File: config.mk
export PLATFORM = sky130hd
export DESIGN_NAME = xml_entity_decoder_flat
export DESIGN_NICKNAME = d
export VERILOG_FILES = /design/src/sv/xed_pkg.sv /design/src/sv/xed_in_if.sv /design/src/sv/xed_out_if.sv /design/src/sv/xed_front.sv /design/src/sv/xed_queue.sv /design/src/sv/xed_back.sv /design/src/sv/xml_entity_decoder.sv /design/src/flat_wrapper.sv
export SDC_FILE = /design/constraint.sdc
export NUM_CORES = 1
export LEC_CHECK = 0
export ABC_AREA = 1
export BUFFER_PORTS_ARGS = -buffer_cell sky130_fd_sc_hd__buf_2
export CORE_MARGIN = 1
export CORE_UTILIZATION = 59
export CTS_BUF_LIST = sky130_fd_sc_hd__clkbuf_4 sky130_fd_sc_hd__clkbuf_8
export CTS_CLUSTER_SIZE = 10
export DETAILED_ROUTE_END_ITERATION = 10
export HOLD_SLACK_MARGIN = 0.06
export PLACE_DENSITY = 0.78
export SLEW_MARGIN = 20
export SYNTH_ARGS = -nofsm -noshare
export SYNTH_HDL_FRONTEND = slang
export SYNTH_SLANG_ARGS = --single-unit
File: constraint.sdc
create_clock -name i_clk -period 5.56 [get_ports i_clk]
set_input_delay 0.278 -clock i_clk [delete_from_list [all_inputs] [get_ports i_clk]]
set_output_delay 0.278 -clock i_clk [all_outputs]
set_load 0.1 [all_outputs]
File: src/sv/xed_pkg.sv
`default_nettype none
package xed_pkg;

    localparam int MAX_NAME_CHARS = 15;
    localparam int LEN_W          = $clog2(MAX_NAME_CHARS + 1);

    localparam int             CP_W    = 21;
    localparam int             SUM_W   = CP_W + 4;
    localparam logic [CP_W-1:0] CP_MAX = 21'h10FFFF;
    localparam logic [CP_W-1:0] CP_SAT = 21'h1FFFFF;
    localparam logic [CP_W-1:0] SURR_LO = 21'h00D800;
    localparam logic [CP_W-1:0] SURR_HI = 21'h00DFFF;

    localparam int                 LIMIT_W     = 24;
    localparam logic [LIMIT_W-1:0] LIMIT_RESET = 24'd2097152;

    localparam int QDEPTH = 4;
    localparam int QPTR_W = $clog2(QDEPTH);
    localparam int QCNT_W = $clog2(QDEPTH + 1);

    localparam logic [7:0] CH_AMP  = 8'h26;
    localparam logic [7:0] CH_SEMI = 8'h3B;
    localparam logic [7:0] CH_HASH = 8'h23;
    localparam logic [7:0] CH_XL   = 8'h78;
    localparam logic [7:0] CH_XU   = 8'h58;

    localparam int NUM_NAMES = 5;

    typedef enum logic [2:0] {
        ST_OK,
        ST_ENTITY,
        ST_NAME,
        ST_NUMBER,
        ST_CODEPOINT,
        ST_LIMIT
    } t_status;

    typedef enum logic [2:0] {
        ENT_AMP,
        ENT_LT,
        ENT_GT,
        ENT_QUOT,
        ENT_APOS
    } t_ent;

    // One queue entry: up to four UTF-8 bytes of a code point and an optional status.
    typedef struct packed {
        logic [CP_W-1:0] cp;
        logic [2:0]      cnt;
        logic            fin;
        t_status         status;
    } t_cmd;

    function automatic logic [2:0] ent_len(input t_ent id);
        logic [2:0] r;
        unique case (id)
            ENT_AMP:  r = 3'd3;
            ENT_LT:   r = 3'd2;
            ENT_GT:   r = 3'd2;
            ENT_QUOT: r = 3'd4;
            ENT_APOS: r = 3'd4;
            default:  r = 3'd0;
        endcase
        return r;
    endfunction

    function automatic logic [7:0] ent_value(input t_ent id);
        logic [7:0] r;
        unique case (id)
            ENT_AMP:  r = 8'h26;
            ENT_LT:   r = 8'h3C;
            ENT_GT:   r = 8'h3E;
            ENT_QUOT: r = 8'h22;
            ENT_APOS: r = 8'h27;
            default:  r = 8'h00;
        endcase
        return r;
    endfunction

    function automatic logic [7:0] ent_char(input t_ent id, input logic [1:0] pos);
        logic [31:0] s;
        unique case (id)
            ENT_AMP:  s = {8'h00, "pma"};
            ENT_LT:   s = {16'h0000, "tl"};
            ENT_GT:   s = {16'h0000, "tg"};
            ENT_QUOT: s = "touq";
            ENT_APOS: s = "sopa";
            default:  s = 32'h0;
        endcase
        return s[pos*8 +: 8];
    endfunction

    // Byte idx of the cnt-byte UTF-8 form of cp.
    function automatic logic [7:0] utf8_byte(input logic [CP_W-1:0] cp,
                                             input logic [2:0] cnt,
                                             input logic [2:0] idx);
        logic [2:0] sh;
        logic [7:0] r;
        sh = cnt - idx - 3'd1;
        if (idx == 3'd0) begin
            unique case (cnt)
                3'd2:    r = 8'hC0 | 8'(cp >> 6);
                3'd3:    r = 8'hE0 | 8'(cp >> 12);
                3'd4:    r = 8'hF0 | 8'(cp >> 18);
                default: r = cp[7:0];
            endcase
        end else begin
            r = 8'h80 | (8'(cp >> (6 * sh)) & 8'h3F);
        end
        return r;
    endfunction

endpackage
`default_nettype wire

File: src/sv/xed_in_if.sv
`default_nettype none
interface xed_in_if;
    logic       valid;
    logic       ready;
    logic [7:0] in_byte;
    logic       last_byte;

    modport source (output valid, output in_byte, output last_byte, input ready);
    modport sink   (input valid, input in_byte, input last_byte, output ready);
endinterface
`default_nettype wire

File: src/sv/xed_out_if.sv
`default_nettype none
interface xed_out_if;
    logic       valid;
    logic       ready;
    logic [7:0] out_byte;
    logic       is_data;
    logic       final_res;
    logic [2:0] status;

    modport source (output valid, output out_byte, output is_data, output final_res,
                    output status, input ready);
    modport sink   (input valid, input out_byte, input is_data, input final_res,
                    input status, output ready);
endinterface
`default_nettype wire

File: src/sv/xed_front.sv
`default_nettype none
module xed_front (
    input  wire logic                           i_clk,
    input  wire logic                           i_rst_n,
    input  wire logic                           i_cfg_we,
    input  wire logic [xed_pkg::LIMIT_W-1:0]    i_cfg_wdata,
    xed_in_if.sink                              i_in,
    input  wire logic                           i_q_full,
    output logic                                o_push,
    output xed_pkg::t_cmd                       o_cmd
);

    localparam int LW = xed_pkg::LEN_W;
    localparam int CW = xed_pkg::CP_W;
    localparam int SW = xed_pkg::SUM_W;

    logic                            r_in_entity, n_in_entity;
    logic [LW-1:0]                   r_len, n_len;
    logic [xed_pkg::NUM_NAMES-1:0]   r_match, n_match;
    logic                            r_hash, n_hash;
    logic                            r_x2, n_x2;
    logic                            r_dec_bad, n_dec_bad;
    logic                            r_dec_ovf, n_dec_ovf;
    logic [CW-1:0]                   r_dec_val, n_dec_val;
    logic                            r_hex_bad, n_hex_bad;
    logic                            r_hex_ovf, n_hex_ovf;
    logic [CW-1:0]                   r_hex_val, n_hex_val;
    logic [xed_pkg::LIMIT_W-1:0]     r_bytes_out, n_bytes_out;
    xed_pkg::t_status                r_err, n_err;
    logic [xed_pkg::LIMIT_W-1:0]     r_limit;

    logic          accept;
    logic [7:0]    c;
    logic          dec_ok, hex_ok;
    logic [3:0]    dec_d, hex_d;
    logic [SW-1:0] dec_sum, hex_sum;
    logic          named_hit;
    logic [7:0]    named_byte;
    logic          hexmode, bad_num, ovf_sel;
    logic [CW-1:0] cp_sel;
    logic [2:0]    cp_n;
    logic          over_limit;
    xed_pkg::t_cmd cmd;

    assign accept     = i_in.valid && !i_q_full;
    assign i_in.ready = !i_q_full;
    assign c          = i_in.in_byte;

    always_comb begin
        dec_ok = (c >= "0") && (c <= "9");
        dec_d  = c[3:0];
        hex_ok = 1'b1;
        if ((c >= "0") && (c <= "9")) begin
            hex_d = c[3:0];
        end else if (((c >= "a") && (c <= "f")) || ((c >= "A") && (c <= "F"))) begin
            hex_d = c[3:0] + 4'd9;
        end else begin
            hex_ok = 1'b0;
            hex_d  = 4'd0;
        end
        dec_sum = (SW'(r_dec_val) << 3) + (SW'(r_dec_val) << 1) + SW'(dec_d);
        hex_sum = (SW'(r_hex_val) << 4) + SW'(hex_d);
    end

    // Entity close: named lookup, then the numeric checks on the accumulated value.
    always_comb begin
        named_hit  = 1'b0;
        named_byte = 8'h00;
        for (int i = 0; i < xed_pkg::NUM_NAMES; i++) begin
            if (r_match[i] &&
                r_len == LW'(xed_pkg::ent_len(xed_pkg::t_ent'(3'(i))))) begin
                named_hit  = 1'b1;
                named_byte = xed_pkg::ent_value(xed_pkg::t_ent'(3'(i)));
            end
        end
        hexmode = (r_len > LW'(2)) && r_x2;
        cp_sel  = hexmode ? r_hex_val : r_dec_val;
        ovf_sel = hexmode ? r_hex_ovf : r_dec_ovf;
        bad_num = hexmode ? r_hex_bad : (r_dec_bad || r_len == LW'(1));
        if (cp_sel < CW'(8'h80)) begin
            cp_n = 3'd1;
        end else if (cp_sel < CW'(16'h0800)) begin
            cp_n = 3'd2;
        end else if (cp_sel < CW'(20'h10000)) begin
            cp_n = 3'd3;
        end else begin
            cp_n = 3'd4;
        end
        over_limit = ({1'b0, r_bytes_out} + 25'(cp_n)) > {1'b0, r_limit};
    end

    always_comb begin
        n_in_entity = r_in_entity;
        n_len       = r_len;
        n_match     = r_match;
        n_hash      = r_hash;
        n_x2        = r_x2;
        n_dec_bad   = r_dec_bad;
        n_dec_ovf   = r_dec_ovf;
        n_dec_val   = r_dec_val;
        n_hex_bad   = r_hex_bad;
        n_hex_ovf   = r_hex_ovf;
        n_hex_val   = r_hex_val;
        n_bytes_out = r_bytes_out;
        n_err       = r_err;
        cmd.cp      = '0;
        cmd.cnt     = 3'd0;
        cmd.fin     = 1'b0;
        cmd.status  = xed_pkg::ST_OK;

        if (accept) begin
            if (r_err == xed_pkg::ST_OK) begin
                if (r_in_entity) begin
                    if (c == xed_pkg::CH_SEMI) begin
                        n_in_entity = 1'b0;
                        n_len       = '0;
                        if (named_hit) begin
                            cmd.cp  = CW'(named_byte);
                            cmd.cnt = 3'd1;
                        end else if (r_len == '0 || !r_hash) begin
                            n_err = xed_pkg::ST_NAME;
                        end else if (bad_num) begin
                            n_err = xed_pkg::ST_NUMBER;
                        end else if (ovf_sel || cp_sel == '0 || cp_sel > xed_pkg::CP_MAX ||
                                     (cp_sel >= xed_pkg::SURR_LO &&
                                      cp_sel <= xed_pkg::SURR_HI)) begin
                            n_err = xed_pkg::ST_CODEPOINT;
                        end else if (over_limit) begin
                            n_err = xed_pkg::ST_LIMIT;
                        end else begin
                            cmd.cp  = cp_sel;
                            cmd.cnt = cp_n;
                        end
                    end else if (r_len >= LW'(xed_pkg::MAX_NAME_CHARS)) begin
                        n_err = xed_pkg::ST_ENTITY;
                    end else begin
                        n_len = r_len + LW'(1);
                        for (int i = 0; i < xed_pkg::NUM_NAMES; i++) begin
                            if (r_len < LW'(xed_pkg::ent_len(xed_pkg::t_ent'(3'(i))))) begin
                                n_match[i] = r_match[i] &&
                                    (c == xed_pkg::ent_char(xed_pkg::t_ent'(3'(i)),
                                                            r_len[1:0]));
                            end
                        end
                        if (r_len == LW'(0)) begin
                            n_hash = (c == xed_pkg::CH_HASH);
                        end
                        if (r_len == LW'(1)) begin
                            n_x2 = (c == xed_pkg::CH_XL) || (c == xed_pkg::CH_XU);
                        end
                        if (r_len != LW'(0)) begin
                            if (!dec_ok) begin
                                n_dec_bad = 1'b1;
                            end else if (!r_dec_ovf) begin
                                if (dec_sum > SW'(xed_pkg::CP_MAX)) begin
                                    n_dec_ovf = 1'b1;
                                    n_dec_val = xed_pkg::CP_SAT;
                                end else begin
                                    n_dec_val = dec_sum[CW-1:0];
                                end
                            end
                        end
                        if (r_len >= LW'(2)) begin
                            if (!hex_ok) begin
                                n_hex_bad = 1'b1;
                            end else if (!r_hex_ovf) begin
                                if (hex_sum > SW'(xed_pkg::CP_MAX)) begin
                                    n_hex_ovf = 1'b1;
                                    n_hex_val = xed_pkg::CP_SAT;
                                end else begin
                                    n_hex_val = hex_sum[CW-1:0];
                                end
                            end
                        end
                    end
                end else if (r_bytes_out >= r_limit) begin
                    n_err = xed_pkg::ST_LIMIT;
                end else if (c == xed_pkg::CH_AMP) begin
                    n_in_entity = 1'b1;
                    n_len       = '0;
                    n_match     = '1;
                    n_hash      = 1'b0;
                    n_x2        = 1'b0;
                    n_dec_bad   = 1'b0;
                    n_dec_ovf   = 1'b0;
                    n_dec_val   = '0;
                    n_hex_bad   = 1'b0;
                    n_hex_ovf   = 1'b0;
                    n_hex_val   = '0;
                end else begin
                    cmd.cp  = CW'(c);
                    cmd.cnt = 3'd1;
                end
                n_bytes_out = r_bytes_out + xed_pkg::LIMIT_W'(cmd.cnt);
            end

            if (i_in.last_byte) begin
                if (n_err == xed_pkg::ST_OK && n_in_entity) begin
                    n_err = xed_pkg::ST_ENTITY;
                end
                cmd.fin     = 1'b1;
                cmd.status  = n_err;
                n_in_entity = 1'b0;
                n_len       = '0;
                n_bytes_out = '0;
                n_err       = xed_pkg::ST_OK;
            end
        end
    end

    assign o_push = accept && (cmd.cnt != 3'd0 || cmd.fin);
    assign o_cmd  = cmd;

    always_ff @(posedge i_clk) begin
        if (!i_rst_n) begin
            r_in_entity <= 1'b0;
            r_len       <= '0;
            r_match     <= '0;
            r_hash      <= 1'b0;
            r_x2        <= 1'b0;
            r_dec_bad   <= 1'b0;
            r_dec_ovf   <= 1'b0;
            r_dec_val   <= '0;
            r_hex_bad   <= 1'b0;
            r_hex_ovf   <= 1'b0;
            r_hex_val   <= '0;
            r_bytes_out <= '0;
            r_err       <= xed_pkg::ST_OK;
            r_limit     <= xed_pkg::LIMIT_RESET;
        end else begin
            r_in_entity <= n_in_entity;
            r_len       <= n_len;
            r_match     <= n_match;
            r_hash      <= n_hash;
            r_x2        <= n_x2;
            r_dec_bad   <= n_dec_bad;
            r_dec_ovf   <= n_dec_ovf;
            r_dec_val   <= n_dec_val;
            r_hex_bad   <= n_hex_bad;
            r_hex_ovf   <= n_hex_ovf;
            r_hex_val   <= n_hex_val;
            r_bytes_out <= n_bytes_out;
            r_err       <= n_err;
            if (i_cfg_we) begin
                r_limit <= i_cfg_wdata;
            end
        end
    end

endmodule
`default_nettype wire

File: src/sv/xed_queue.sv
`default_nettype none
module xed_queue (
    input  wire logic                         i_clk,
    input  wire logic                         i_rst_n,
    input  wire logic                         i_push,
    input  wire xed_pkg::t_cmd                i_cmd,
    input  wire logic                         i_pop,
    output logic                              o_valid,
    output logic                              o_full,
    output logic [xed_pkg::QCNT_W-1:0]        o_count,
    output xed_pkg::t_cmd                     o_cmd
);

    localparam int PW = xed_pkg::QPTR_W;
    localparam int NW = xed_pkg::QCNT_W;

    xed_pkg::t_cmd r_mem [xed_pkg::QDEPTH];
    logic [PW-1:0] r_wptr, n_wptr;
    logic [PW-1:0] r_rptr, n_rptr;
    logic [NW-1:0] r_count, n_count;
    logic          do_push, do_pop;

    assign o_valid = (r_count != '0);
    assign o_full  = (r_count == NW'(xed_pkg::QDEPTH));
    assign o_count = r_count;
    assign o_cmd   = r_mem[r_rptr];
    assign do_push = i_push && !o_full;
    assign do_pop  = i_pop && o_valid;

    always_comb begin
        n_wptr  = r_wptr;
        n_rptr  = r_rptr;
        n_count = r_count;
        if (do_push) begin
            n_wptr = (r_wptr == PW'(xed_pkg::QDEPTH - 1)) ? '0 : r_wptr + PW'(1);
        end
        if (do_pop) begin
            n_rptr = (r_rptr == PW'(xed_pkg::QDEPTH - 1)) ? '0 : r_rptr + PW'(1);
        end
        if (do_push && !do_pop) begin
            n_count = r_count + NW'(1);
        end else if (do_pop && !do_push) begin
            n_count = r_count - NW'(1);
        end
    end

    always_ff @(posedge i_clk) begin
        if (!i_rst_n) begin
            r_wptr  <= '0;
            r_rptr  <= '0;
            r_count <= '0;
        end else begin
            r_wptr  <= n_wptr;
            r_rptr  <= n_rptr;
            r_count <= n_count;
        end
    end

    always_ff @(posedge i_clk) begin
        if (do_push) begin
            r_mem[r_wptr] <= i_cmd;
        end
    end

endmodule
`default_nettype wire

File: src/sv/xed_back.sv
`default_nettype none
module xed_back (
    input  wire logic           i_clk,
    input  wire logic           i_rst_n,
    input  wire logic           i_valid,
    input  wire xed_pkg::t_cmd  i_cmd,
    output logic                o_pop,
    xed_out_if.source           o_out
);

    logic [2:0]       r_idx, n_idx;
    logic             r_valid;
    logic [7:0]       r_byte;
    logic             r_is_data;
    logic             r_fin;
    xed_pkg::t_status r_status;

    logic       load;
    logic       last_res;
    logic       is_data;
    logic [2:0] total;

    // Each entry expands into its data bytes, then its status result if it closes a string.
    assign total    = i_cmd.cnt + 3'(i_cmd.fin);
    assign last_res = (r_idx + 3'd1) == total;
    assign is_data  = r_idx < i_cmd.cnt;
    assign load     = i_valid && (!r_valid || o_out.ready);
    assign o_pop    = load && last_res;

    always_comb begin
        n_idx = r_idx;
        if (load) begin
            n_idx = last_res ? 3'd0 : r_idx + 3'd1;
        end
    end

    always_ff @(posedge i_clk) begin
        if (!i_rst_n) begin
            r_valid <= 1'b0;
            r_idx   <= 3'd0;
        end else begin
            r_idx <= n_idx;
            if (load) begin
                r_valid <= 1'b1;
            end else if (o_out.ready) begin
                r_valid <= 1'b0;
            end
        end
    end

    always_ff @(posedge i_clk) begin
        if (load) begin
            r_is_data <= is_data;
            r_fin     <= !is_data;
            r_byte    <= is_data ? xed_pkg::utf8_byte(i_cmd.cp, i_cmd.cnt, r_idx) : 8'h00;
            r_status  <= is_data ? xed_pkg::ST_OK : i_cmd.status;
        end
    end

    assign o_out.valid     = r_valid;
    assign o_out.out_byte  = r_byte;
    assign o_out.is_data   = r_is_data;
    assign o_out.final_res = r_fin;
    assign o_out.status    = r_status;

endmodule
`default_nettype wire

File: src/sv/xml_entity_decoder.sv
// Each result passes through the command queue and then the output register.
// Throughput: one input byte per cycle unless the command queue is full, and one
// result per cycle while the output is ready; an entity close emits up to four
// UTF-8 bytes plus the status result, and a four-entry command queue absorbs
// these bursts while input continues.
// Reset (synchronous, active low) clears the string state and the queue, and sets
// the output limit to 2097152 bytes.
`default_nettype none
module xml_entity_decoder (
    input  wire logic                         i_clk,
    input  wire logic                         i_rst_n,
    input  wire logic                         i_cfg_we,
    input  wire logic [xed_pkg::LIMIT_W-1:0]  i_cfg_wdata,
    xed_in_if.sink                            i_in,
    xed_out_if.source                         o_out
);

    logic                          q_push;
    logic                          q_pop;
    logic                          q_valid;
    logic                          q_full;
    logic [xed_pkg::QCNT_W-1:0]    q_count;
    xed_pkg::t_cmd                 push_cmd;
    xed_pkg::t_cmd                 head_cmd;

    xed_front u_front (
        .i_clk       (i_clk),
        .i_rst_n     (i_rst_n),
        .i_cfg_we    (i_cfg_we),
        .i_cfg_wdata (i_cfg_wdata),
        .i_in        (i_in),
        .i_q_full    (q_full),
        .o_push      (q_push),
        .o_cmd       (push_cmd)
    );

    xed_queue u_queue (
        .i_clk   (i_clk),
        .i_rst_n (i_rst_n),
        .i_push  (q_push),
        .i_cmd   (push_cmd),
        .i_pop   (q_pop),
        .o_valid (q_valid),
        .o_full  (q_full),
        .o_count (q_count),
        .o_cmd   (head_cmd)
    );

    xed_back u_back (
        .i_clk   (i_clk),
        .i_rst_n (i_rst_n),
        .i_valid (q_valid),
        .i_cmd   (head_cmd),
        .o_pop   (q_pop),
        .o_out   (o_out)
    );

    a_no_push_when_full: assert property (@(posedge i_clk) disable iff (!i_rst_n)
        q_push |-> !q_full)
        else $error("command pushed into a full queue");

    a_count_bound: assert property (@(posedge i_clk) disable iff (!i_rst_n)
        q_count <= xed_pkg::QCNT_W'(xed_pkg::QDEPTH))
        else $error("queue count beyond its depth");

    a_status_shape: assert property (@(posedge i_clk) disable iff (!i_rst_n)
        (o_out.valid && !o_out.is_data) |-> (o_out.final_res && o_out.out_byte == 8'h00))
        else $error("status result without final flag or with a data byte");

    a_data_shape: assert property (@(posedge i_clk) disable iff (!i_rst_n)
        (o_out.valid && o_out.is_data) |-> (!o_out.final_res && o_out.status == 3'd0))
        else $error("data result carries status");

endmodule
`default_nettype wire

File: src/flat_wrapper.sv
// flat-port wrapper written by rule: the top's interface ports become plain ports
module xml_entity_decoder_flat 
  (i_clk, i_rst_n, i_cfg_we, i_cfg_wdata, i_in_valid, i_in_in_byte, i_in_last_byte, i_in_ready, o_out_valid, o_out_out_byte, o_out_is_data, o_out_final_res, o_out_status, o_out_ready);
  xed_in_if i_in_i ();
  xed_out_if o_out_i ();
  input  wire logic i_clk;
  input  wire logic i_rst_n;
  input  wire logic i_cfg_we;
  input  wire logic [xed_pkg::LIMIT_W-1:0] i_cfg_wdata;
  input wire logic [$bits(i_in_i.valid)-1:0] i_in_valid;
  input wire logic [$bits(i_in_i.in_byte)-1:0] i_in_in_byte;
  input wire logic [$bits(i_in_i.last_byte)-1:0] i_in_last_byte;
  output wire logic [$bits(i_in_i.ready)-1:0] i_in_ready;
  output wire logic [$bits(o_out_i.valid)-1:0] o_out_valid;
  output wire logic [$bits(o_out_i.out_byte)-1:0] o_out_out_byte;
  output wire logic [$bits(o_out_i.is_data)-1:0] o_out_is_data;
  output wire logic [$bits(o_out_i.final_res)-1:0] o_out_final_res;
  output wire logic [$bits(o_out_i.status)-1:0] o_out_status;
  input wire logic [$bits(o_out_i.ready)-1:0] o_out_ready;
  assign i_in_i.valid = i_in_valid;
  assign i_in_i.in_byte = i_in_in_byte;
  assign i_in_i.last_byte = i_in_last_byte;
  assign i_in_ready = i_in_i.ready;
  assign o_out_valid = o_out_i.valid;
  assign o_out_out_byte = o_out_i.out_byte;
  assign o_out_is_data = o_out_i.is_data;
  assign o_out_final_res = o_out_i.final_res;
  assign o_out_status = o_out_i.status;
  assign o_out_i.ready = o_out_ready;
  xml_entity_decoder u_core (.i_clk(i_clk), .i_rst_n(i_rst_n), .i_cfg_we(i_cfg_we), .i_cfg_wdata(i_cfg_wdata), .i_in(i_in_i), .o_out(o_out_i));
endmodule
==> flow_summary.json, run 1 <==
{
  "detail_route.first_pass.iterations": 8,
  "synth-seq-area-share_pct": 41.19,
  "number_of_distinct_library_cell_variants_in_the_gate_level_netlist_after_synthesis": 51,
  "slew_headroom_pct": 27.29,
  "io_pins": 53,
  "timing_worst_setup_path_type": "flip-flop to flip-flop",
  "timing.final.setup_violations": 135,
  "layout.cells.most_common": "sky130_fd_sc_hd__nand2_1",
  "critPathTopFamily": "buffers and inverters",
  "hold_slack_ps": 139.6,
  "tns_ps": -18470,
  "cts_inserted_buffers": 40,
  "worstSetupStartpoint": "u_core.u_front.r_len[2]$_SDFFE_PN0P_",
  "run_status": "finished with violations",
  "htree_levels": 2,
  "cts.reportedPaths.clkPinSlew_ps": 80,
  "hold_viol": 0,
  "crit_path_max_incr_delay_ps": 340,
  "route.final.wire_length_um": 47980,
  "synth_cells": 1911,
  "synth_largest_area_cell": "sky130_fd_sc_hd__edfxtp_1",
  "timing.critical_path.required_ps": 6000,
  "port-buffer-count": 52,
  "clockBufferDepth": 3,
  "die_w_um": 161.7,
  "post-route-min-period_ps": 6183,
  "drive_gt1_share_pct": 21.07,
  "synthDominantCellAreaShare_pct": 24.95,
  "critPathArrivalTime_ps": 6620,
  "drt_iter0_drc": 1817,
  "viasPerCell": 5.952,
  "grt_start_max_net_pins": 58,
  "post_synth_instance_area_um2": 15040,
  "r2r-start": "u_core.u_front.r_len[2]$_SDFFE_PN0P_",
  "regToRegEndpoint": "u_core.u_front.r_bytes_out[18]$_SDFFE_PN0P_",
  "cp.buffers_inverters": 22,
  "worst_setup_path_start_kind": "flip-flop",
  "dpl.hpwl_um": 29270,
  "synth_top_flop_cell": "sky130_fd_sc_hd__edfxtp_1",
  "total_number_of_clock_tree_sinks": 247,
  "dieArea_um2": 26140,
  "synth_seq_cells": 247,
  "grt_first_pass_wirelength_um": 69190,
  "finish.net_count": 2326,
  "timing_worst_slew_pin_value_ps": 1084,
  "initial_utilization_pct": 59.91,
  "synth_area_leaders": "sky130_fd_sc_hd__edfxtp_1, sky130_fd_sc_hd__dfxtp_1, sky130_fd_sc_hd__ha_1",
  "path_depth": 46,
  "clock_latency_late_sink_ps": 580,
  "die_height_um": 161.7,
  "vdd.ir_drop.worst_mv": 0.4524,
  "fp-row-count": 58,
  "critical_path.max_fanout": 5,
  "antenna_found_initial": 0,
  "synth_area_per_cell_um2": 7.872,
  "critPathCaptureType": "flip-flop",
  "worst_slack_at_placement_ps": -555.6,
  "clock-skew-final_ps": 36.02,
  "gpl.final_weighted_congestion": 1.014,
  "drv_slew": 0,
  "grt_residual_overflow": 0,
  "fin_ws_ps": -622.9,
  "timing.max_cap.violations": 0,
  "crit_slowest_cell": "sky130_fd_sc_hd__fa_2",
  "rsz0062_at_grt": "true",
  "drc_errors": 0,
  "worst_r2r_path_depth": 46,
  "post_detailed_route_count_of_antenna_violating_nets": 0,
  "routedWlPerCell_um": 18.99,
  "clock_tree.root_cell": "sky130_fd_sc_hd__clkbuf_8",
  "yosys_warnings": 0,
  "crit_path_frequent_cell": "sky130_fd_sc_hd__buf_4",
  "area_growth_pct": 25.42,
  "routed-via-count": 15040,
  "highest_count_cells_in_the_layout_ignoring_fill_and_taps": "sky130_fd_sc_hd__nand2_1, sky130_fd_sc_hd__inv_1, sky130_fd_sc_hd__a21oi_1",
  "tritoncts_clock_tree": "done",
  "core_footprint_um2": 25110,
  "post-route-period-util_pct": 111.2,
  "dp_cells": 2348,
  "r2r_setup_slack_ps": -620,
  "mappedNetlistNets": 2072,
  "antenna_cells": 0,
  "crit_end": "u_core.u_front.r_bytes_out[18]$_SDFFE_PN0P_",
  "grt_usage_pct": 33.17,
  "first_global_vias": 13790,
  "synth_enable_flop_cells": 125,
  "post_synthesis_async_set_or_reset_flop_share_pct": 0,
  "power_leakage_nw": 8.475,
  "post-layout-total-power_mw": 6.348,
  "power-per-cell-area_nw_per_um2": 336.5,
  "final_cells": 2527,
  "failed_checks": "setup timing",
  "holdCritPathClass": "primary input to flip-flop",
  "fmax_mhz": 161.7
}
-- what timing repair did --
action / CTS / global route
pin swaps: 41 / 46
endpoints found under the hold margin: 25 / 0
gates resized for setup: 65 / 101
setup buffers: 51 / 18
hold buffers: 28 / 0
endpoints found under the setup margin: 20 / 158
gates cloned: 2 / 8
-- worst register-to-register path: cells and delay by family, from the launching register on --
| family | cells | cell delay (ps) |
|---|---|---|
| simple gates | 19 | 2080 |
| flops | 1 | 330 |
| buf+inv | 22 | 2760 |
| compound gates | 3 | 420 |
| fa+ha+maj | 2 | 480 |
-- final cells by class --
cell class | count | area [um^2]
multi-input combinational | 1376 | 8382
fill | 1777 | 6242
sequential | 247 | 6202
timing repair buffer | 275 | 2188
inverter | 225 | 849.6
clock buffer | 56 | 701.9
tap | 330 | 412.9
clock inverter | 18 | 130.1
-- Yosys cell counts (2+ instances only) --
library cell	instances
sky130_fd_sc_hd__nand2_1	379
sky130_fd_sc_hd__inv_1	220
sky130_fd_sc_hd__a21oi_1	210
sky130_fd_sc_hd__nor2_1	184
sky130_fd_sc_hd__o21ai_0	161
sky130_fd_sc_hd__edfxtp_1	125
sky130_fd_sc_hd__dfxtp_1	122
sky130_fd_sc_hd__ha_1	117
sky130_fd_sc_hd__nand3_1	89
sky130_fd_sc_hd__clkbuf_1	42
sky130_fd_sc_hd__xor2_1	41
sky130_fd_sc_hd__nor3_1	33
sky130_fd_sc_hd__nand4_1	19
sky130_fd_sc_hd__a32o_1	16
sky130_fd_sc_hd__xnor2_1	15
sky130_fd_sc_hd__buf_2	12
sky130_fd_sc_hd__nor4_1	10
sky130_fd_sc_hd__o22ai_1	10
sky130_fd_sc_hd__a211oi_1	9
sky130_fd_sc_hd__buf_1	9
sky130_fd_sc_hd__a21o_1	7
sky130_fd_sc_hd__a31oi_1	7
sky130_fd_sc_hd__nand2_2	7
sky130_fd_sc_hd__o2111ai_1	7
sky130_fd_sc_hd__fa_1	6
sky130_fd_sc_hd__nor2_4	5
sky130_fd_sc_hd__nand2_4	4
sky130_fd_sc_hd__o211ai_1	4
sky130_fd_sc_hd__o31ai_1	4
sky130_fd_sc_hd__a32oi_1	3
sky130_fd_sc_hd__inv_2	3
sky130_fd_sc_hd__o21ai_1	3
sky130_fd_sc_hd__o21bai_1	3
sky130_fd_sc_hd__and3_1	2
sky130_fd_sc_hd__buf_6	2
sky130_fd_sc_hd__clkinv_1	2
sky130_fd_sc_hd__nand3b_1	2
sky130_fd_sc_hd__nor2_2	2
sky130_fd_sc_hd__o21a_1	2
sky130_fd_sc_hd__or2_2	2
-- stage by stage --
| stage | area, um^2 | util [%] |
|---|---|---|
| global route | 18870 | 75.14 |
| floorplan | 15100 | - |
| finish | 18870 | 75.14 |
| detailed placement | 16460 | 65.56 |
| CTS | 18230 | 72.61 |
| global placement | 16460 | 65.56 |
-- where the power goes --
group          total [mW]  leakage, nW  internal, mW  switching [mW]
clock network        1.68        0.441         0.879           0.800
logic                2.40         5.81         0.712            1.69
registers            2.27         2.23          2.19          0.0765
total                6.35         8.47          3.78            2.57
-- layer usage --
layer / GRT usage [%] / up-vias / wire length [um]
met1: 43.00 / 7038 / 18960
li1: - / 7006 / -
met3: 5.746 / 182 / 4077
met5: 0 / - / 0
met4: 13.34 / 0 / 2303
met2: 55.11 / 814 / 22640
-- registers in the layout (all words and copies together) (netlist names), named ones only --
signal	count
u_core.u_queue.r_mem	112
u_core.u_front.r_bytes_out	24
u_core.u_front.r_limit	24
u_core.u_front.r_dec_val	21
u_core.u_front.r_hex_val	21
u_core.u_back.o_out.out_byte	8
u_core.u_front.r_match	5
u_core.u_front.r_len	4
u_core.u_back.o_out.status	3
u_core.u_back.r_idx	3
u_core.u_front.r_err	3
u_core.u_queue.o_count	3
u_core.u_queue.r_rptr	2
u_core.u_queue.r_wptr	2
u_core.u_back.o_out.final_res	1
u_core.u_back.o_out.is_data	1
u_core.u_back.o_out.valid	1
u_core.u_front.r_dec_bad	1
u_core.u_front.r_dec_ovf	1
u_core.u_front.r_hash	1
u_core.u_front.r_hex_bad	1
u_core.u_front.r_hex_ovf	1
u_core.u_front.r_in_entity	1
u_core.u_front.r_x2	1
-- logic make-up (layout without fill, tap and decap cells) --
kind of cell	after synthesis	in the layout	share of synthesized area [%]
fa+ha+maj	123	123	10.53
simple gates	740	742	20.80
flops	247	247	41.19
xor+xnor	56	56	3.260
buf+inv	290	574	7.436
compound gates	455	455	16.78
-- how the worst min path moves through the flow --
stage                                           from                                          to  slack, ps  depth (start not counted)
2_1_floorplan                               i_cfg_we     u_core.u_front.r_limit[21]$_SDFFE_PN1P_        390                          1
3_3_place_gp   u_core.u_front.r_dec_bad$_SDFFE_PN0P_       u_core.u_front.r_dec_bad$_SDFFE_PN0P_        440                          2
3_5_place_dp   u_core.u_front.r_dec_bad$_SDFFE_PN0P_       u_core.u_front.r_dec_bad$_SDFFE_PN0P_        440                          2
4_1_cts                               i_in_last_byte     u_core.u_front.r_in_entity$_SDFFE_PN0P_        110                          4
5_1_grt                               i_in_last_byte  u_core.u_front.r_bytes_out[2]$_SDFFE_PN0P_        150                          4
6_report                              i_in_last_byte  u_core.u_front.r_bytes_out[2]$_SDFFE_PN0P_        140                          4
(Power assumes the default switching activity.)
==> inputs of run 2 (changes only) <==
CORE_MARGIN = 2   (was 1)
==> run 2 against run 1 <==
The flow still finishes with violations (setup timing); global-route usage fell by 2.2 points; utilization is 1.0 points lower; cell count fell by 1.3%; wire length decreased by 9.2%; final area decreased by 1.4%; non-clock buffer count down 38; worst setup slack better by 260 ps; register-to-register slack better by 260 ps; count of clock-buffer cells in the layout fell by 3.
==> flow_summary.json, run 2 (synthesized netlist as in run 1, its figures left out) <==
{
  "run_status": "finished with violations",
  "failed_checks": "setup timing",
  "critPathCaptureType": "flip-flop",
  "dpl.hpwl_um": 29510,
  "crit_path_max_incr_delay_ps": 400,
  "largest_reg_flops": 112,
  "drv_slew": 0,
  "top_register": "u_core.u_queue.r_mem",
  "post-route-period-util_pct": 106.6,
  "dieArea_um2": 26790,
  "power-per-cell-area_nw_per_um2": 351.0,
  "reg.largest.list": "u_core.u_queue.r_mem (112), u_core.u_front.r_bytes_out (24), u_core.u_front.r_limit (24)",
  "total_switching_power_mw": 2.552,
  "p_sw_share_pct": 39.07,
  "die_height_um": 163.7,
  "timing_worst_setup_path_type": "flip-flop to flip-flop",
  "grt_residual_overflow": 0,
  "hold_viol": 0,
  "clockBufferDepth": 3,
  "viasPerCell": 5.794,
  "grt_usage_pct": 30.94,
  "finish.net_count": 2291,
  "worst_setup_path_start_kind": "flip-flop",
  "cts.reportedPaths.clkPinSlew_ps": 60,
  "critical_path.max_fanout": 6,
  "share_comb_of_total_power_pct": 36.2,
  "grt_first_pass_wirelength_um": 66670,
  "part_of_the_power_in_registers_pct": 34.8,
  "tns_ps": -5780,
  "p_int_mw": 3.980,
  "first_global_vias": 13368,
  "grt_start_max_net_pins": 57,
  "post_detailed_route_count_of_antenna_violating_nets": 0,
  "total_number_of_clock_tree_sinks": 247,
  "share_clk_of_total_power_pct": 29.0,
  "highest_count_cells_in_the_layout_ignoring_fill_and_taps": "sky130_fd_sc_hd__nand2_1, sky130_fd_sc_hd__inv_1, sky130_fd_sc_hd__a21oi_1",
  "crit_slowest_cell": "sky130_fd_sc_hd__fa_2",
  "fin_ws_ps": -367.2,
  "timing.max_cap.violations": 0,
  "port-buffer-count": 52,
  "timing.critical_path.required_ps": 6020,
  "dpl-instance-area_um2": 16480,
  "worst_r2r_path_depth": 42,
  "critPathArrivalTime_ps": 6390,
  "worstSetupStartpoint": "u_core.u_front.r_len[2]$_SDFFE_PN0P_",
  "tritoncts_clock_tree": "done",
  "slew_headroom_pct": 39.65,
  "timing.final.setup_violations": 69,
  "detail_route.first_pass.iterations": 6,
  "initial_utilization_pct": 59.91,
  "core_footprint_um2": 25110,
  "crit_path_frequent_cell": "sky130_fd_sc_hd__nand2_2",
  "r2r_setup_slack_ps": -370,
  "drive_gt1_share_pct": 18.80,
  "route.final.wire_length_um": 43560,
  "antenna_cells": 0,
  "r2r-start": "u_core.u_front.r_len[2]$_SDFFE_PN0P_",
  "htree_levels": 2,
  "clock_tree.root_cell": "sky130_fd_sc_hd__clkbuf_8",
  "antenna_found_initial": 0,
  "power_leakage_nw": 8.324,
  "gpl.final_weighted_congestion": 0.9842,
  "routedWlPerCell_um": 17.46,
  "drt_iter0_drc": 1557,
  "io_pins": 53,
  "clock_latency_late_sink_ps": 600,
  "cts_inserted_buffers": 43,
  "rsz0062_at_grt": "true",
  "hold_path_depth": 4,
  "worst_slack_at_placement_ps": -521.6,
  "fp-row-count": 58,
  "layout.cells.most_common": "sky130_fd_sc_hd__nand2_1",
  "post-route-min-period_ps": 5927,
  "holdCritPathClass": "primary input to flip-flop",
  "area_growth_pct": 23.70,
  "die_w_um": 163.7,
  "worst_hold_startpoint": "i_in_last_byte",
  "timing_worst_slew_pin_value_ps": 901.0,
  "fmax_mhz": 168.7,
  "routed-via-count": 14457,
  "clock-skew-final_ps": 48.62,
  "vdd.ir_drop.worst_mv": 0.5968,
  "drc_errors": 0,
  "stdcell_area_um2": 18610
}
==> run 2: cell types whose count changed in the layout (fill, tap and decap cells not counted), moves of 5 or more <==
cell,before,now
sky130_fd_sc_hd__nand3_1,71,78
sky130_fd_sc_hd__nand3_2,14,8
sky130_fd_sc_hd__o21ai_2,9,2
sky130_fd_sc_hd__clkinv_2,6,13
sky130_fd_sc_hd__o21ai_1,7,13
sky130_fd_sc_hd__clkbuf_4,11,5
sky130_fd_sc_hd__buf_4,170,133
sky130_fd_sc_hd__nand2_1,353,358
==> run 2: layer usage <==
metal	wire length [um]	share of wire (%)	vias to the layer above	GRT usage, %
met5	0	0	-	0
met4	1549	3.6	0	10.09
met3	3249	7.5	141	4.876
met2	20380	47	652	50.99
met1	18380	42	6705	41.76
li1	-	-	6959	-
==> run 2: worst paths after layout <==
path / endpoint
setup / recovery: u_core.u_front.r_bytes_out[18]$_SDFFE_PN0P_
hold / removal: u_core.u_front.r_in_entity$_SDFFE_PN0P_
setup reg to reg: u_core.u_front.r_bytes_out[18]$_SDFFE_PN0P_
hold reg to reg: u_core.u_front.r_hex_bad$_SDFFE_PN0P_
==> run 2: power groups by stage <==
stage                     sequential, mW  clock, mW  combinational, mW
after global routing                2.29       1.98               2.58
after global placement              2.30          0               2.10
final                               2.27       1.89               2.36
after floorplan                     2.67          0               1.23
after CTS                           2.27       1.89               2.21
after detailed placement            2.31          0               2.16
==> run 2: metrics by stage <==
step | instances | util, % | hold slack, ps | power (mW)
after detailed placement | 2351 | 65.65 | 442.0 | 4.465
after floorplan | 1911 | - | 389.9 | 3.897
final | 2495 | 74.11 | 142.0 | 6.532
after global routing | 2495 | 74.11 | 142.3 | 6.853
after global placement | 2351 | 65.65 | 443.9 | 4.403
after CTS | 2470 | 71.68 | 114.2 | 6.370
==> run 2: final cells by class <==
cell class,count,area (um^2)
repair buffers,237,1917
clock buffers,53,698.2
multi-input cells,1376,8252
fillers,1827,6501
well taps,330,412.9
flip-flops and latches,247,6202
inverters,225,849.6
clock inverters,27,276.5
==> run 2: critical path: cells and delay by family, from the launching register on <==
family / cells / cell delay (ps)
adders and majority gates: 4 / 1050
and+or+nand+nor: 25 / 2730
AOI/OAI and AO/OA: 6 / 900
buffers and inverters: 6 / 610
xor gates and xnor gates: 1 / 170
DFF: 1 / 330
==> run 2: repair_timing <==
item	CTS	global route
setup endpoints to repair	20	138
pin swaps	37	28
resized for setup	49	87
hold buffers	28	0
buffers inserted	9	16
hold endpoints to repair	25	0
cloned	2	9
==> inputs of run 3 (changes only) <==
CORE_UTILIZATION = 57   (was 59)
CTS_BUF_LIST = unset   (was sky130_fd_sc_hd__clkbuf_4 sky130_fd_sc_hd__clkbuf_8)
PLACE_DENSITY = 0.76   (was 0.78)
==> run 3 against run 2 <==
The run still ends with setup timing left; non-clock buffer count up 19; register-to-register slack worse by 60 ps; critical path depth up 1; total power down 2.2%; sequential power about the same; via count up 1.1%; die area up 3.4%; final area up 1.4%; critical endpoint is now u_core.u_front.r_bytes_out[10]$_SDFFE_PN0P_; largest cell class unchanged; largest power group unchanged.
==> flow_summary.json, run 3 (synthesized netlist as in run 1, its figures left out) <==
{
  "layout.cells.most_common": "sky130_fd_sc_hd__nand2_1",
  "highest_count_cells_in_the_layout_ignoring_fill_and_taps": "sky130_fd_sc_hd__nand2_1, sky130_fd_sc_hd__inv_1, sky130_fd_sc_hd__a21oi_1",
  "drv_slew": 0,
  "fmax_mhz": 167.0,
  "grt_first_pass_wirelength_um": 68070,
  "area_growth_pct": 25.38,
  "critical_path.max_fanout": 6,
  "path_depth": 43,
  "clock-skew-final_ps": 14.00,
  "critPathCaptureType": "flip-flop",
  "htree_levels": 1,
  "r2r-start": "u_core.u_front.r_len[3]$_SDFFE_PN0P_",
  "dpl.hpwl_um": 29210,
  "top_register": "u_core.u_queue.r_mem",
  "core_footprint_um2": 25980,
  "crit_slowest_cell": "sky130_fd_sc_hd__dfxtp_2",
  "drt_iter0_drc": 1513,
  "worstSetupStartpoint": "u_core.u_front.r_len[3]$_SDFFE_PN0P_",
  "timing_worst_slew_pin_value_ps": 1011,
  "finalCoreUtilization_pct": 72.58,
  "r2r_setup_slack_ps": -430,
  "grt_usage_pct": 29.67,
  "cts.reportedPaths.clkPinSlew_ps": 60,
  "cts_inserted_buffers": 29,
  "initial_utilization_pct": 57.89,
  "antenna_cells": 0,
  "detail_route.first_pass.iterations": 6,
  "rsz0062_at_grt": "true",
  "clock_latency_late_sink_ps": 560,
  "regToRegEndpoint": "u_core.u_front.r_bytes_out[10]$_SDFFE_PN0P_",
  "post-route-period-util_pct": 107.7,
  "holdCritPathClass": "primary input to flip-flop",
  "dpl-instance-area_um2": 16480,
  "failed_checks": "setup timing",
  "gpl.final_weighted_congestion": 0.9710,
  "slew_headroom_pct": 32.62,
  "finish.net_count": 2297,
  "viasPerCell": 5.871,
  "grt_start_max_net_pins": 57,
  "crit_path_max_incr_delay_ps": 350,
  "die_height_um": 166.5,
  "largest_reg_flops": 112,
  "critPathTopFamily": "simple AND/OR/NAND/NOR gates",
  "clock_tree.root_cell": "sky130_fd_sc_hd__clkbuf_16",
  "drc_errors": 0,
  "first_global_vias": 13637,
  "vdd.ir_drop.worst_mv": 0.6220,
  "drive_gt1_share_pct": 20.14,
  "route.final.wire_length_um": 44940,
  "grt_residual_overflow": 0,
  "routed-via-count": 14618,
  "post-route-min-period_ps": 5989,
  "timing.critical_path.required_ps": 6010,
  "crit_end": "u_core.u_front.r_bytes_out[10]$_SDFFE_PN0P_",
  "routedWlPerCell_um": 18.05,
  "critPathArrivalTime_ps": 6440,
  "reg.largest.list": "u_core.u_queue.r_mem (112), u_core.u_front.r_bytes_out (24), u_core.u_front.r_limit (24)",
  "timing.final.setup_violations": 19,
  "fp-row-count": 59,
  "port-buffer-count": 52,
  "run_status": "finished with violations",
  "antenna_found_initial": 0,
  "post_detailed_route_count_of_antenna_violating_nets": 0,
  "total_number_of_clock_tree_sinks": 247,
  "hold_viol": 0,
  "crit_path_frequent_cell": "sky130_fd_sc_hd__nand2_2",
  "timing_worst_setup_path_type": "flip-flop to flip-flop",
  "stdcell_area_um2": 18860,
  "dieArea_um2": 27710,
  "fin_ws_ps": -428.8,
  "tritoncts_clock_tree": "done",
  "io_pins": 53,
  "die_w_um": 166.5,
  "worst_r2r_path_depth": 43,
  "timing.max_cap.violations": 0,
  "cp.buffers_inverters": 6,
  "power-per-cell-area_nw_per_um2": 338.6,
  "worst_setup_path_start_kind": "flip-flop",
  "clockBufferDepth": 3,
  "power_leakage_nw": 8.342
}
run 3: through the flow:
stage | cells | power (mW) | setup WS (ps) | hold slack, ps | setup TNS (ps)
finish | 2490 | 6.385 | -428.8 | 75.24 | -4034
global route | 2490 | 6.694 | -720.7 | 83.56 | -25510
CTS | 2460 | 6.265 | -63.16 | 63.13 | -176.2
detailed placement | 2354 | 4.478 | -470.0 | 444.0 | -5524
global placement | 2354 | 4.418 | -313.2 | 440.7 | -2567
floorplan | 1911 | 3.897 | -149.5 | 389.9 | -16770
run 3: metal layers:
layer / part of all wire, % / track usage, %
met1: 42 / 40.46
met4: 3.5 / 10.16
met2: 46 / 48.76
met5: 0 / 0
met3: 8.3 / 4.206
run 3: final cells by class:
type / count / area, um^2
sequential: 247 / 6206
fill: 1899 / 7124
clock inverter: 1 / 20.02
multi-input combinational: 1377 / 8514
tap: 335 / 419.2
clock buffer: 49 / 840.8
timing repair buffer: 256 / 2006
inverter: 225 / 854.6
run 3: timing repair:
action | 4_1_cts | 5_1_grt
resized for setup | 60 | 140
setup endpoints to repair | 30 | 214
setup buffers | 32 | 24
pin swaps | 34 | 57
gates cloned | 2 | 6
hold endpoints to repair | 22 | 0
hold buffers | 22 | 0
run 3: worst min-delay path by stage:
stage,startpoint,end,cells past startpoint
after floorplan,i_cfg_we,u_core.u_front.r_limit[21]$_SDFFE_PN1P_,1
after detailed placement,u_core.u_front.r_dec_bad$_SDFFE_PN0P_,u_core.u_front.r_dec_bad$_SDFFE_PN0P_,2
after CTS,i_cfg_wdata[2],u_core.u_front.r_limit[2]$_SDFFE_PN0P_,3
after global routing,i_cfg_wdata[1],u_core.u_front.r_limit[1]$_SDFFE_PN0P_,3
after global placement,u_core.u_front.r_hash$_SDFFE_PN0P_,u_core.u_front.r_hash$_SDFFE_PN0P_,2
final,i_cfg_wdata[1],u_core.u_front.r_limit[1]$_SDFFE_PN0P_,3
run 3: report_power, final:
group,internal [mW],switching [mW],total [mW]
Sequential,2.19,0.0704,2.26
Combinational,0.711,1.67,2.38
Clock,1.02,0.725,1.74
Total,3.92,2.46,6.39
run 3: tightest hold or removal path, cell delays in order:
cell and delay (ps):
sky130_fd_sc_hd__buf_2 70, sky130_fd_sc_hd__o21ai_0 110, sky130_fd_sc_hd__a21oi_1 120
